File: config.mk
export PLATFORM = sky130hd
export DESIGN_NAME = refcounted_buffer_pool
export DESIGN_NICKNAME = d
export VERILOG_FILES = /design/src/hw/rtl/rbp_pkg.sv /design/src/hw/rtl/refcounted_buffer_pool.sv /design/src/hw/rtl/rbp_ram.sv /design/src/hw/rtl/rbp_fifo.sv /design/src/hw/rtl/rbp_front.sv /design/src/hw/rtl/rbp_back.sv
export VERILOG_INCLUDE_DIRS = /design/src /design/src/hw/rtl
export SDC_FILE = /design/constraint.sdc
export NUM_CORES = 2
export LEC_CHECK = 0
export ABC_AREA = 1
export BUFFER_PORTS_ARGS = -buffer_cell sky130_fd_sc_hd__buf_2
export CORE_UTILIZATION = 31
export CTS_BUF_LIST = sky130_fd_sc_hd__clkbuf_2 sky130_fd_sc_hd__clkbuf_4 sky130_fd_sc_hd__clkbuf_8
export CTS_CLUSTER_DIAMETER = 200
export DETAILED_ROUTE_END_ITERATION = 10
export HOLD_SLACK_MARGIN = 0.03
export PLACE_DENSITY_LB_ADDON = 0.25
export SKIP_CTS_REPAIR_TIMING = 1
export SLEW_MARGIN = 20
export SYNTH_ARGS = -nofsm -noshare
export SYNTH_HDL_FRONTEND = slang
export SYNTH_HIERARCHICAL = 1
export SYNTH_SLANG_ARGS = --single-unit
File: constraint.sdc
create_clock -name clk -period 8.55 [get_ports clk]
set_input_delay 0.4275 -clock clk [delete_from_list [all_inputs] [get_ports clk]]
set_output_delay 0.4275 -clock clk [all_outputs]
set_load 0.01 [all_outputs]
File: src/hw/rtl/refcounted_buffer_pool_macros.svh
// ----------------------------------------------------------------------------
// Buffer pool assertion macros
// Concurrent assertion wrappers; empty when SYNTH is defined.
// The asserting module must provide clk and rst_n.
// ----------------------------------------------------------------------------
`ifndef REFCOUNTED_BUFFER_POOL_MACROS_SVH
`define REFCOUNTED_BUFFER_POOL_MACROS_SVH

`ifndef SYNTH
`define RBP_ASSERT(lbl, prop) \
  lbl: assert property (@(posedge clk) disable iff (!rst_n) (prop)) \
    else $error("buffer pool invariant violated");
`define RBP_ASSERT_IMP(lbl, ante, cons) \
  lbl: assert property (@(posedge clk) disable iff (!rst_n) (ante) |-> (cons)) \
    else $error("buffer pool implication violated");
`define RBP_ASSERT_NXT(lbl, ante, cons) \
  lbl: assert property (@(posedge clk) disable iff (!rst_n) (ante) |=> (cons)) \
    else $error("buffer pool next-cycle check violated");
`else
`define RBP_ASSERT(lbl, prop)
`define RBP_ASSERT_IMP(lbl, ante, cons)
`define RBP_ASSERT_NXT(lbl, ante, cons)
`endif

`endif

File: src/hw/rtl/rbp_pkg.sv
// ----------------------------------------------------------------------------
// Buffer pool package
// Command and status codes, field widths and the transaction structs.
// ----------------------------------------------------------------------------
`default_nettype none

package rbp_pkg;

  localparam int IDX_BITS  = 6;
  localparam int FREE_BITS = 7;
  localparam int CNT_BITS  = 8;
  localparam int CTR_BITS  = 32;

  localparam logic [1:0] CMD_ALLOC = 2'd0;
  localparam logic [1:0] CMD_REF   = 2'd1;
  localparam logic [1:0] CMD_UNREF = 2'd2;
  localparam logic [1:0] CMD_NOP   = 2'd3;

  localparam logic [2:0] ST_OK        = 3'd0;
  localparam logic [2:0] ST_EMPTY     = 3'd1;
  localparam logic [2:0] ST_TOO_LARGE = 3'd2;
  localparam logic [2:0] ST_NOT_HELD  = 3'd3;
  localparam logic [2:0] ST_SATURATED = 3'd4;

  localparam logic [CNT_BITS-1:0] CNT_MAX   = 8'd255;
  localparam logic [15:0]         CAP_RESET = 16'd2048;

  typedef struct packed {
    logic [1:0]          op;
    logic                fits;
    logic                in_pool;
    logic [IDX_BITS-1:0] idx;
  } item_t;

  typedef struct packed {
    logic [2:0]           status;
    logic [IDX_BITS-1:0]  granted_index;
    logic [CNT_BITS-1:0]  ref_count;
    logic                 released;
    logic [FREE_BITS-1:0] free_level;
    logic [CTR_BITS-1:0]  alloc_count;
    logic [CTR_BITS-1:0]  miss_count;
    logic [CTR_BITS-1:0]  return_count;
  } res_t;

endpackage

`default_nettype wire

File: src/hw/rtl/refcounted_buffer_pool.sv
// A command passes the command queue, the back end's read and execute states and the
//   result queue. The back end takes one command at a time, in a read-then-execute pass
//   over the free stack and reference count RAMs (registered read ports).
// Reset: synchronous active-low; all buffers free, counts and counters zero,
//   capacity 2048. No clearing pass; the pool is usable the cycle after reset.
// ----------------------------------------------------------------------------
// Reference-counted buffer pool
// LIFO free-list buffer manager with per-buffer reference counts.
// ----------------------------------------------------------------------------
`default_nettype none

module refcounted_buffer_pool #(
  parameter int NUM_BUFFERS = 64
) (
  input  wire logic                         clk,
  input  wire logic                         rst_n,
  input  wire logic                         cfg_we,
  input  wire logic [15:0]                  cfg_wdata,
  input  wire logic                         in_push,
  output logic                              in_full,
  input  wire logic [1:0]                   in_command,
  input  wire logic [15:0]                  in_needed_bytes,
  input  wire logic [rbp_pkg::IDX_BITS-1:0] in_buffer_index,
  output logic                              out_empty,
  input  wire logic                         out_pop,
  output logic [2:0]                        out_status,
  output logic [rbp_pkg::IDX_BITS-1:0]      out_granted_index,
  output logic [rbp_pkg::CNT_BITS-1:0]      out_ref_count,
  output logic                              out_released,
  output logic [rbp_pkg::FREE_BITS-1:0]     out_free_level,
  output logic [rbp_pkg::CTR_BITS-1:0]      out_alloc_count,
  output logic [rbp_pkg::CTR_BITS-1:0]      out_miss_count,
  output logic [rbp_pkg::CTR_BITS-1:0]      out_return_count
);

  import rbp_pkg::*;

  item_t item;
  logic  item_vld, item_pop;
  res_t  res;

  rbp_front #(.NUM_BUFFERS(NUM_BUFFERS)) u_front (
    .clk             (clk),
    .rst_n           (rst_n),
    .cfg_we          (cfg_we),
    .cfg_wdata       (cfg_wdata),
    .in_push         (in_push),
    .in_full         (in_full),
    .in_command      (in_command),
    .in_needed_bytes (in_needed_bytes),
    .in_buffer_index (in_buffer_index),
    .item_vld        (item_vld),
    .item            (item),
    .item_pop        (item_pop)
  );

  rbp_back #(.NUM_BUFFERS(NUM_BUFFERS)) u_back (
    .clk       (clk),
    .rst_n     (rst_n),
    .item_vld  (item_vld),
    .item      (item),
    .item_pop  (item_pop),
    .out_pop   (out_pop),
    .out_empty (out_empty),
    .out_res   (res)
  );

  assign out_status        = res.status;
  assign out_granted_index = res.granted_index;
  assign out_ref_count     = res.ref_count;
  assign out_released      = res.released;
  assign out_free_level    = res.free_level;
  assign out_alloc_count   = res.alloc_count;
  assign out_miss_count    = res.miss_count;
  assign out_return_count  = res.return_count;

endmodule

`default_nettype wire

File: src/hw/rtl/rbp_ram.sv
// ----------------------------------------------------------------------------
// Generic simple dual-port RAM
// One write port, one read port with registered read data.
// ----------------------------------------------------------------------------
`default_nettype none

module rbp_ram #(
  parameter int W = 8,
  parameter int D = 64
) (
  input  wire logic                 clk,
  input  wire logic                 we,
  input  wire logic [$clog2(D)-1:0] waddr,
  input  wire logic [W-1:0]         wdata,
  input  wire logic                 re,
  input  wire logic [$clog2(D)-1:0] raddr,
  output logic      [W-1:0]         rdata
);

  logic [W-1:0] mem [D];

  always_ff @(posedge clk) begin
    if (we) begin
      mem[waddr] <= wdata;
    end
    if (re) begin
      rdata <= mem[raddr];
    end
  end

endmodule

`default_nettype wire

File: src/hw/rtl/rbp_fifo.sv
// ----------------------------------------------------------------------------
// Two-entry queue
// Register-based FIFO; a push while full is ignored.
// ----------------------------------------------------------------------------
`default_nettype none

module rbp_fifo #(
  parameter int W = 8
) (
  input  wire logic         clk,
  input  wire logic         rst_n,
  input  wire logic         push,
  output logic              full,
  input  wire logic [W-1:0] wdata,
  input  wire logic         pop,
  output logic              empty,
  output logic      [W-1:0] rdata
);

  logic [W-1:0] mem_r [2];
  logic         wp_r, rp_r;
  logic [1:0]   cnt_r, cnt_nxt;
  logic         push_ok, pop_ok;

  assign full    = (cnt_r == 2'd2);
  assign empty   = (cnt_r == 2'd0);
  assign push_ok = push && !full;
  assign pop_ok  = pop && !empty;
  assign rdata   = mem_r[rp_r];

  always_comb begin
    cnt_nxt = cnt_r;
    if (push_ok && !pop_ok) begin
      cnt_nxt = cnt_r + 2'd1;
    end else if (pop_ok && !push_ok) begin
      cnt_nxt = cnt_r - 2'd1;
    end
  end

  always_ff @(posedge clk) begin
    if (!rst_n) begin
      wp_r  <= 1'b0;
      rp_r  <= 1'b0;
      cnt_r <= 2'd0;
    end else begin
      cnt_r <= cnt_nxt;
      if (push_ok) begin
        wp_r <= ~wp_r;
      end
      if (pop_ok) begin
        rp_r <= ~rp_r;
      end
    end
  end

  always_ff @(posedge clk) begin
    if (push_ok) begin
      mem_r[wp_r] <= wdata;
    end
  end

endmodule

`default_nettype wire

File: src/hw/rtl/rbp_front.sv
// ----------------------------------------------------------------------------
// Buffer pool front end
// Holds the capacity register, classifies commands and queues them.
// ----------------------------------------------------------------------------
`default_nettype none

module rbp_front #(
  parameter int NUM_BUFFERS = 64
) (
  input  wire logic                         clk,
  input  wire logic                         rst_n,
  input  wire logic                         cfg_we,
  input  wire logic [15:0]                  cfg_wdata,
  input  wire logic                         in_push,
  output logic                              in_full,
  input  wire logic [1:0]                   in_command,
  input  wire logic [15:0]                  in_needed_bytes,
  input  wire logic [rbp_pkg::IDX_BITS-1:0] in_buffer_index,
  output logic                              item_vld,
  output rbp_pkg::item_t                    item,
  input  wire logic                         item_pop
);

  import rbp_pkg::*;

  logic [15:0] cap_r;
  item_t       cls;
  logic        q_empty;

  always_ff @(posedge clk) begin
    if (!rst_n) begin
      cap_r <= CAP_RESET;
    end else if (cfg_we) begin
      cap_r <= cfg_wdata;
    end
  end

  always_comb begin
    cls.op      = in_command;
    cls.fits    = (in_needed_bytes <= cap_r);
    cls.in_pool = (32'(in_buffer_index) < 32'(NUM_BUFFERS));
    cls.idx     = in_buffer_index;
  end

  rbp_fifo #(.W($bits(item_t))) u_cmd_q (
    .clk   (clk),
    .rst_n (rst_n),
    .push  (in_push),
    .full  (in_full),
    .wdata (cls),
    .pop   (item_pop),
    .empty (q_empty),
    .rdata (item)
  );

  assign item_vld = !q_empty;

endmodule

`default_nettype wire

File: src/hw/rtl/rbp_back.sv
// ----------------------------------------------------------------------------
// Buffer pool back end
// Executes queued commands on the free stack and reference counts.
// ----------------------------------------------------------------------------
`default_nettype none
`include "refcounted_buffer_pool_macros.svh"

module rbp_back #(
  parameter int NUM_BUFFERS = 64
) (
  input  wire logic     clk,
  input  wire logic     rst_n,
  input  wire logic     item_vld,
  input  rbp_pkg::item_t item,
  output logic          item_pop,
  input  wire logic     out_pop,
  output logic          out_empty,
  output rbp_pkg::res_t out_res
);

  import rbp_pkg::*;

  localparam int IDX_W    = $clog2(NUM_BUFFERS);
  localparam int TOP_W    = $clog2(NUM_BUFFERS + 1);
  localparam int RC_DEPTH = (NUM_BUFFERS < 64) ? NUM_BUFFERS : 64;
  localparam int RC_AW    = $clog2(RC_DEPTH);
  localparam int GW       = (IDX_W > IDX_BITS) ? IDX_W : IDX_BITS;
  localparam int FW       = (TOP_W > FREE_BITS) ? TOP_W : FREE_BITS;
  localparam logic [TOP_W-1:0] TOP_FULL = TOP_W'(NUM_BUFFERS);

  localparam logic S_RD = 1'b0;
  localparam logic S_EX = 1'b1;

  logic                state_r, state_nxt;
  logic [TOP_W-1:0]    top_r, top_nxt;
  logic [TOP_W-1:0]    lw_r, lw_nxt;
  logic [CTR_BITS-1:0] alloc_r, alloc_nxt;
  logic [CTR_BITS-1:0] miss_r, miss_nxt;
  logic [CTR_BITS-1:0] ret_r, ret_nxt;
  logic [RC_DEPTH-1:0] vld_r;
  logic                rvld_r;

  logic                start, ex, oq_full;
  logic [IDX_W-1:0]    fs_raddr, fs_rdata, fs_waddr, fs_wdata, popval;
  logic                fs_we;
  logic [RC_AW-1:0]    rc_raddr, rc_waddr;
  logic [CNT_BITS-1:0] rc_rdata, rc_wdata, rc;
  logic                rc_we;
  logic [GW-1:0]       gext, idx_ext;
  logic [FW-1:0]       fext;
  logic [2:0]          status;
  logic [IDX_BITS-1:0] gidx;
  logic [CNT_BITS-1:0] cnt;
  logic                rel;
  res_t                res;

  assign start     = (state_r == S_RD) && item_vld && !oq_full;
  assign ex        = (state_r == S_EX);
  assign state_nxt = start ? S_EX : S_RD;
  assign item_pop  = ex;

  assign fs_raddr = IDX_W'(top_r - 1'b1);
  assign rc_raddr = item.idx[RC_AW-1:0];

  // entries below the low-water mark were never pushed: their initial values are computed here, not read
  assign popval  = (top_r == lw_r) ? IDX_W'(TOP_FULL - top_r) : fs_rdata;
  assign rc      = rvld_r ? rc_rdata : '0;
  assign gext    = GW'(popval);
  assign idx_ext = GW'(item.idx);

  always_comb begin
    status    = ST_OK;
    gidx      = item.idx;
    cnt       = '0;
    rel       = 1'b0;
    top_nxt   = top_r;
    lw_nxt    = lw_r;
    alloc_nxt = alloc_r;
    miss_nxt  = miss_r;
    ret_nxt   = ret_r;
    rc_we     = 1'b0;
    rc_waddr  = item.idx[RC_AW-1:0];
    rc_wdata  = '0;
    fs_we     = 1'b0;
    fs_waddr  = IDX_W'(top_r);
    fs_wdata  = idx_ext[IDX_W-1:0];
    if (ex) begin
      case (item.op)
        CMD_ALLOC: begin
          if (top_r == '0) begin
            status   = ST_EMPTY;
            miss_nxt = miss_r + 1'b1;
          end else if (!item.fits) begin
            status = ST_TOO_LARGE;
          end else begin
            top_nxt   = top_r - 1'b1;
            lw_nxt    = (top_nxt < lw_r) ? top_nxt : lw_r;
            gidx      = gext[IDX_BITS-1:0];
            rc_we     = (32'(popval) < 32'(RC_DEPTH));
            rc_waddr  = popval[RC_AW-1:0];
            rc_wdata  = 8'd1;
            cnt       = 8'd1;
            alloc_nxt = alloc_r + 1'b1;
          end
        end
        CMD_REF: begin
          if (!item.in_pool || rc == '0) begin
            status = ST_NOT_HELD;
          end else if (rc == CNT_MAX) begin
            status = ST_SATURATED;
            cnt    = rc;
          end else begin
            rc_we    = 1'b1;
            rc_wdata = rc + 8'd1;
            cnt      = rc + 8'd1;
          end
        end
        CMD_UNREF: begin
          if (!item.in_pool || rc == '0) begin
            status = ST_NOT_HELD;
          end else begin
            rc_we    = 1'b1;
            rc_wdata = rc - 8'd1;
            cnt      = rc - 8'd1;
            if (rc == 8'd1 && top_r < TOP_FULL) begin
              fs_we   = 1'b1;
              top_nxt = top_r + 1'b1;
              ret_nxt = ret_r + 1'b1;
              rel     = 1'b1;
            end
          end
        end
        default: begin
          cnt = item.in_pool ? rc : '0;
        end
      endcase
    end
  end

  assign fext = FW'(top_nxt);

  always_comb begin
    res.status        = status;
    res.granted_index = gidx;
    res.ref_count     = cnt;
    res.released      = rel;
    res.free_level    = fext[FREE_BITS-1:0];
    res.alloc_count   = alloc_nxt;
    res.miss_count    = miss_nxt;
    res.return_count  = ret_nxt;
  end

  always_ff @(posedge clk) begin
    if (!rst_n) begin
      state_r <= S_RD;
      top_r   <= TOP_FULL;
      lw_r    <= TOP_FULL;
      alloc_r <= '0;
      miss_r  <= '0;
      ret_r   <= '0;
      vld_r   <= '0;
    end else begin
      state_r <= state_nxt;
      top_r   <= top_nxt;
      lw_r    <= lw_nxt;
      alloc_r <= alloc_nxt;
      miss_r  <= miss_nxt;
      ret_r   <= ret_nxt;
      if (rc_we) begin
        vld_r[rc_waddr] <= 1'b1;
      end
    end
  end

  always_ff @(posedge clk) begin
    if (start) begin
      rvld_r <= vld_r[rc_raddr];
    end
  end

  rbp_ram #(.W(IDX_W), .D(NUM_BUFFERS)) u_free_stack (
    .clk   (clk),
    .we    (fs_we),
    .waddr (fs_waddr),
    .wdata (fs_wdata),
    .re    (start),
    .raddr (fs_raddr),
    .rdata (fs_rdata)
  );

  rbp_ram #(.W(CNT_BITS), .D(RC_DEPTH)) u_ref_counts (
    .clk   (clk),
    .we    (rc_we),
    .waddr (rc_waddr),
    .wdata (rc_wdata),
    .re    (start),
    .raddr (rc_raddr),
    .rdata (rc_rdata)
  );

  rbp_fifo #(.W($bits(res_t))) u_res_q (
    .clk   (clk),
    .rst_n (rst_n),
    .push  (ex),
    .full  (oq_full),
    .wdata (res),
    .pop   (out_pop),
    .empty (out_empty),
    .rdata (out_res)
  );

  `RBP_ASSERT(a_top_range, top_r <= TOP_FULL)
  `RBP_ASSERT(a_mark_le_top, lw_r <= top_r)
  `RBP_ASSERT_IMP(a_ex_has_room, state_r == S_EX, !oq_full && item_vld)
  `RBP_ASSERT_NXT(a_ex_one_cycle, state_r == S_EX, state_r == S_RD)
  `RBP_ASSERT_NXT(a_release_pushes, ex && rel, top_r == $past(top_r) + 1'b1)

endmodule

`default_nettype wire

[Word-level counts from Yosys, hierarchy flattened]
Memories as Yosys holds them, arrays and structs flattened. A register that Yosys moved wholly into a read port is not among the register bits.
Index checks and enable logic that the tools add are counted.
Widths: inputs -> output; s select.
Operators by class
  muxes and demuxes: 74
  add/subtract/negate cells: 12
  equality and inequality tests: 7
  reduce and logical (&&, ||, !) cells: 30
  order comparisons: 6
  bitwise gates (word level): 7
Operators by type and width (count)
  $mux 32: 11
  $add 32x1->32 const B: 3
  $mux 8: 10
  $or 64x64->64: 1
  $pmux 8 s3: 2
  $mux 7: 5
  $mux 6: 5
  $mux 1: 26
  $le 16x16->1: 1
  $lt 6x7->1 const B: 2
  $pmux 7 s2: 1
  $logic_and 1x1->1: 12
  $mux 2: 6
  $mux 3: 4
  $pmux 3 s3: 1
  $add 8x1->8 const B: 1
  $eq 8x1->1 const B: 1
  $eq 8x8->1 const B: 1
  $logic_not 1->1: 8
  $logic_not 8->1: 1
  $sub 8x1->8 const B: 1
  $add 7x1->7 const B: 1
  $eq 7x7->1: 1
  $logic_not 7->1: 1
  other kinds (18): 30
Storage, ports and cells
  logic and storage cells: 155
  register bits: 200
  memories: 4
  bits of input ports: 45
  output and inout port bits: 123
  bits in writable memories: 1156
Memories
  u_back.u_ref_counts.mem: words 64, width 8, read ports 1, clocked after memory_dff 1, write ports 1, line rbp_ram.sv:20  | logic [W-1:0] mem [D];
  u_back.u_free_stack.mem: words 64, width 6, read ports 1, clocked after memory_dff 1, write ports 1, line rbp_ram.sv:20
  u_back.u_res_q.mem_r: words 2, width 121, read ports 1, clocked after memory_dff 1, write ports 1, line rbp_fifo.sv:20  | logic [W-1:0] mem_r [2];
  u_front.u_cmd_q.mem_r: words 2, width 9, read ports 1, clocked after memory_dff 1, write ports 1, line rbp_fifo.sv:20

[Depth between registers and ports, before layout]
  word-level depth: 11
  depth in mapped cells: 15
  depth with buffers taken out: 14

[Modules after synthesis]
The synthesis kept the hierarchy.
By module, submodules not included
  rbp_ram (u_back.u_ref_counts): cells an instance 1805, sequential area each 15615.0 um2, area each 21419.3 um2, instances 1
  rbp_ram (u_back.u_free_stack): cells an instance 1376, sequential area each 11711.2 um2, area each 15990.3 um2, instances 1
  rbp_back: cells an instance 1656, sequential area each 3533.4 um2, area each 11013.1 um2, instances 1
  rbp_fifo (u_back.u_res_q): cells an instance 414, sequential area each 7367.1 um2, area each 8994.9 um2, instances 1
  rbp_front: cells an instance 127, sequential area each 320.3 um2, area each 998.5 um2, instances 1
  rbp_fifo (u_front.u_cmd_q): cells an instance 69, sequential area each 700.7 um2, area each 973.4 um2, instances 1

[Worst setup path after synthesis]
Ideal clock, no wire load.
  kind: register to register
  start: reg u_back.state_r (netlist: u_back/item_pop)
  end: mem u_back/u_res_q/mem_r[0][0] in the netlist's numbering (enable)
  stages on the path, launching flop included: 3
  library setup time: 603 ps
  arrival: 5631 ps
  path buffers: 0
  period minus slack after synthesis: 6234 ps
  data required time: 7947 ps
  setup slack: 2316 ps
  path through: dfxtp_1 > o21ai_0 > nor2_1
On the way
  longest elaborated chain between the ends: 3
RTL lines
  start, declared: line rbp_back.sv:34  | logic state_r, state_nxt;
  start signal, assigned: line rbp_back.sv:163  | state_r <= state_nxt;
  $logic_and 1x1->1: line rbp_fifo.sv:27  | assign push_ok = push && !full;
  $mux 1: line rbp_fifo.sv:57  | if (push_ok) begin
  $mux 1 (implied by the code): line rbp_fifo.sv:58  | mem_r[wp_r] <= wdata;
  end, declared: line rbp_fifo.sv:20
Every way passes these cells.

[Worst setup path in the final report]
  start: reg u_back.top_r[0]
  end: mem u_back.u_ref_counts.mem[46][7] (enable)
On the way
  longest elaborated chain between the ends: 6
  elaborated cells between the ends (all ways): 13
  classes of those cells: 1 x add/sub; 1 x eq/ne; 10 x mux; 1 x reduce/logical
RTL lines
  start, declared: line rbp_back.sv:35  | logic [TOP_W-1:0] top_r, top_nxt;
  start signal, assigned: line rbp_back.sv:164  | top_r <= top_nxt;
  $sub 1x6->6 / $eq 7x7->1 (equally long branches): line rbp_back.sv:66  | assign popval = (top_r == lw_r) ? IDX_W'(TOP_FULL - top_r) : fs_rdata;
  $mux 6: line rbp_back.sv:66
  $mux 6
  $mux 6 * (3 in series)
  via u_back.gidx[1]: line rbp_back.sv:52  | logic [IDX_BITS-1:0] gidx;
  end, declared: line rbp_ram.sv:20
Mark *: on every way through the listed nets, which the timed path passes. The rest lies on a longest branch.

==> impl_metrics.csv <==
group,metric,value,unit
timing,max_freq,196.4,MHz
drt,via_per_inst,4.817,
drt,top_layer,"met4",
drt,drt-total-wl,162500,um
worst_setup_path,r2r_end,"u_back/u_ref_counts/mem[46][7]",
power,p_per_area,256.4,nW/um^2
worst_hold_path,holdPathEnd,"u_front/cap_r[4]",
grt,grt_first_pass_wirelength,244600,um
worst_setup_path,slowest_delay,0.95,ns
timing,report.final.setup_viol,0,
timing,setup_ws,3.459,ns
power,power.internal,11.96,mW
synth,synth_cell_types,58,
power,p_sw,5.375,mW
timing,drv_slew,0,
synth,synth_most_common_cell,"nand2_1",
worst_setup_path,critPathRequiredTime,9.08,ns
synth,async_flop_share,0,%
synth,ys_ff_latch,1374,
synth,synthesis.area,59390,um^2
drt,routedWlPerCell,19.35,um
placement,dp_hpwl,99950,um
cts,ctsLongestPathBuffers,3,
worst_setup_path,crit_path_end_kind,"register",
grt,grt_pass1_vias,39720,
cells_and_area,fill_cells,19017,
grt,grt_max_degree,152,
drt,drt_pre_antenna_iters,6,
cells_and_area,utilization,35.55,%
timing,slew-limit-headroom,25.21,%
timing,period_needed,5.091,ns
synth,ys_seq_area_share,66.09,%
power,peakVddDrop,143.8,uV
worst_setup_path,crit_arrival,5.62,ns
drt,routed-wl-met2,78390,um
cells_and_area,syn2layout_area_growth,13.84,%
drt,wl_met3,9313,um
worst_setup_path,path_buf_inv,2,
synth,synth_edf_count,1173,
timing,hold_viol,0,
power,p_clk_share,35.0,%
worst_setup_path,r2r_start,"u_back/top_r[0]",
cts,cts_tree,"built",
flow_run,max_cap_viol_count,0,
drt,post-route-drc-count,0,
grt,grt_use_total,16.56,%
synth,synth_area_leaders,"edfxtp_1 59%, nand2_1 9.3%, nand3_1 7.2%",
run_status,status,"finished, final reports clean",
synth,dominantRegCellSynth,"edfxtp_1",
floorplan,die-area,193300,um^2
placement,placed_cells,7936,
worst_setup_path,reg2reg_depth,11,
synth,yosysTopAreaCell,"edfxtp_1",
timing,worstMarginPinSlew,1.122,ns
power,netSwitchingFraction,31.00,%
synth,synthCells,5447,
drt,num_vias,40457,
worst_setup_path,path_max_fanout,60,
worst_setup_path,cp_common_cell,"inv_6",
grt,antenna_found_initial,3,
power,seq_power_share,45.0,%
worst_setup_path,crit_chain,"inv_6 > ha_1 > nand2_4 > nor2_8 > nor2_4 > nand2_8 > inv_6 > nand3_1 > nand2_2 > nand4_1 > nor2_1",
placement,io_buffers,167,
timing,holdWs,0.07890,ns
floorplan,die_h,439.7,um
cells_and_area,drive_above_1_share,15.77,%
worst_hold_path,min_from,"cfg_we",
floorplan,start_util,31.23,%
drt,ant_nets,0,
worst_hold_path,whs_path_depth,3,
timing,rsz0062_at_grt,"false",
floorplan,die_w,439.7,um
power,power,17.34,mW
cells_and_area,fin_cells,8399,
synth,yosys_warnings,6,
worst_setup_path,crit_path_start_kind,"register",
timing,fin_crit_sh,59.55,%
worst_setup_path,crit_type,"reg -> reg",
cts,clkLatencyLatePin,0.97,ns
placement,placed_area,62440,um^2
cells_and_area,stdcell_area,67610,um^2
synth,synth_top_area_share,59.31,%
power,pwr-share-comb,20.0,%
timing,finalSetupTns,0,ns
grt,grt-ovfl-total,0,
cts,cts.reportedPaths.clkPinSlew,0.06,ns
worst_hold_path,hold_path_class,"in -> reg",
synth,syn_avg_cell_area,10.90,um^2
drt,drt_iter0_markers,3412,
worst_setup_path,cpMaxStageDelayCell,"nand4_1",
worst_setup_path,critPathTopFamily,"simple AND/OR/NAND/NOR gates",
floorplan,rows,160,
cells_and_area,final_nets,5769,
cts,htree_num_levels,4,
power,leakage,24.67,nW
floorplan,io_pins,168,
cts,clock-sinks,1374,
worst_setup_path,r2r_slack,3.46,ns
drt,met1Wirelength,71230,um
placement,gp_congestion,0.8711,
synth,synthTopCellsByCount,"1,470 x nand2_1, 1,173 x edfxtp_1, 857 x nand3_1",
placement,pre_cts_ws,3.521,ns
cts,clockRootBuffer,"clkbuf_8",
timing,fin_skew,0.07673,ns
floorplan,core,190200,um^2
cts,cts_inserted_buffers,232,
power groups by stage:
stage	Combinational [mW]	Sequential, mW	Clock [mW]
after floorplan	2.34	7.90	0
after global placement	3.46	7.94	0
after detailed placement	3.47	7.95	0
after CTS	3.48	7.81	6.26
after global routing	3.79	7.83	6.55
final	3.47	7.80	6.07
logic make-up (layout without fill, tap and decap cells):
kind of cell,Yosys count,count (layout),share of synthesized area [%]
xor gates and xnor gates,65,65,0.9712
other,1,4,0.006314
adders and majority gates,35,35,0.7374
muxes,131,131,2.484
and+or+nand+nor,2992,2992,22.41
DFF,1374,1374,66.09
AOI/OAI and AO/OA,279,279,2.566
buffers and inverters,570,1008,4.736
cell type report:
class	instances	area, um^2	area share, %
Tap cell	2511	3142	4.647
Inverter	314	1217	1.801
Multi-Input combinational cell	3504	17470	25.83
Sequential cell	1374	39250	58.06
Timing Repair Buffer	263	1673	2.474
Clock buffer	344	4146	6.133
Antenna cell	2	5.005	0.007402
Clock inverter	87	709.4	1.049
worst min-delay path, stage by stage:
cell,delay (ns)
buf_2,0.12
inv_2,0.23
a21oi_2,0.18
layer usage:
metal / vias up / global-route usage [%]
met5: - / 0
met4: 0 / 4.878
met3: 260 / 2.751
met2: 1253 / 27.49
met1: 19635 / 22.11
li1: 19309 / -
cell usage in the layout, fill, tap and decap left out, drive strengths merged, types with 11 or more instances in the layout:
cell         count
mux2           131
o22ai           11
nand3          869
inv            321
dfxtp          201
o21ai          108
edfxtp        1173
buf            233
nor4            31
nor3            44
a21oi          136
nand2         1513
clkinv          71
ha              35
nand4           60
dlygate4sd3     30
xor2            57
nor2           437
clkbuf         344
or2             23
state kept, by name, indices dropped and copies added, names as in the netlist, 6 cells and up, named ones only:
signal and flops:
u_back/u_free_stack/rdata 6, u_back/top_r 7, u_back/ret_r 32, u_back/u_free_stack/mem 384
u_front/u_cmd_q/mem_r 20, u_back/u_ref_counts/rdata 8, u_back/alloc_r 32, u_back/u_res_q/mem_r 242
u_front/cap_r 16, u_back/lw_r 7, u_back/vld_r 64, u_back/miss_r 32
u_back/u_ref_counts/mem 512
how the worst max path moves through the flow:
stage / depth (start not counted) / startpoint / to
5_1_grt: 11 / u_back/top_r[0] / u_back/u_ref_counts/mem[46][3]
3_5_place_dp: 11 / u_back/top_r[0] / u_back/u_ref_counts/mem[31][6]
2_1_floorplan: 2 / u_back/item_pop / u_back/u_res_q/mem_r[0][0]
6_report: 11 / u_back/top_r[0] / u_back/u_ref_counts/mem[46][7]
4_1_cts: 11 / u_back/top_r[0] / u_back/u_ref_counts/mem[31][7]
3_3_place_gp: 11 / u_back/top_r[0] / u_back/u_ref_counts/mem[47][7]
No activity file was read; power rests on OpenSTA's default activity.
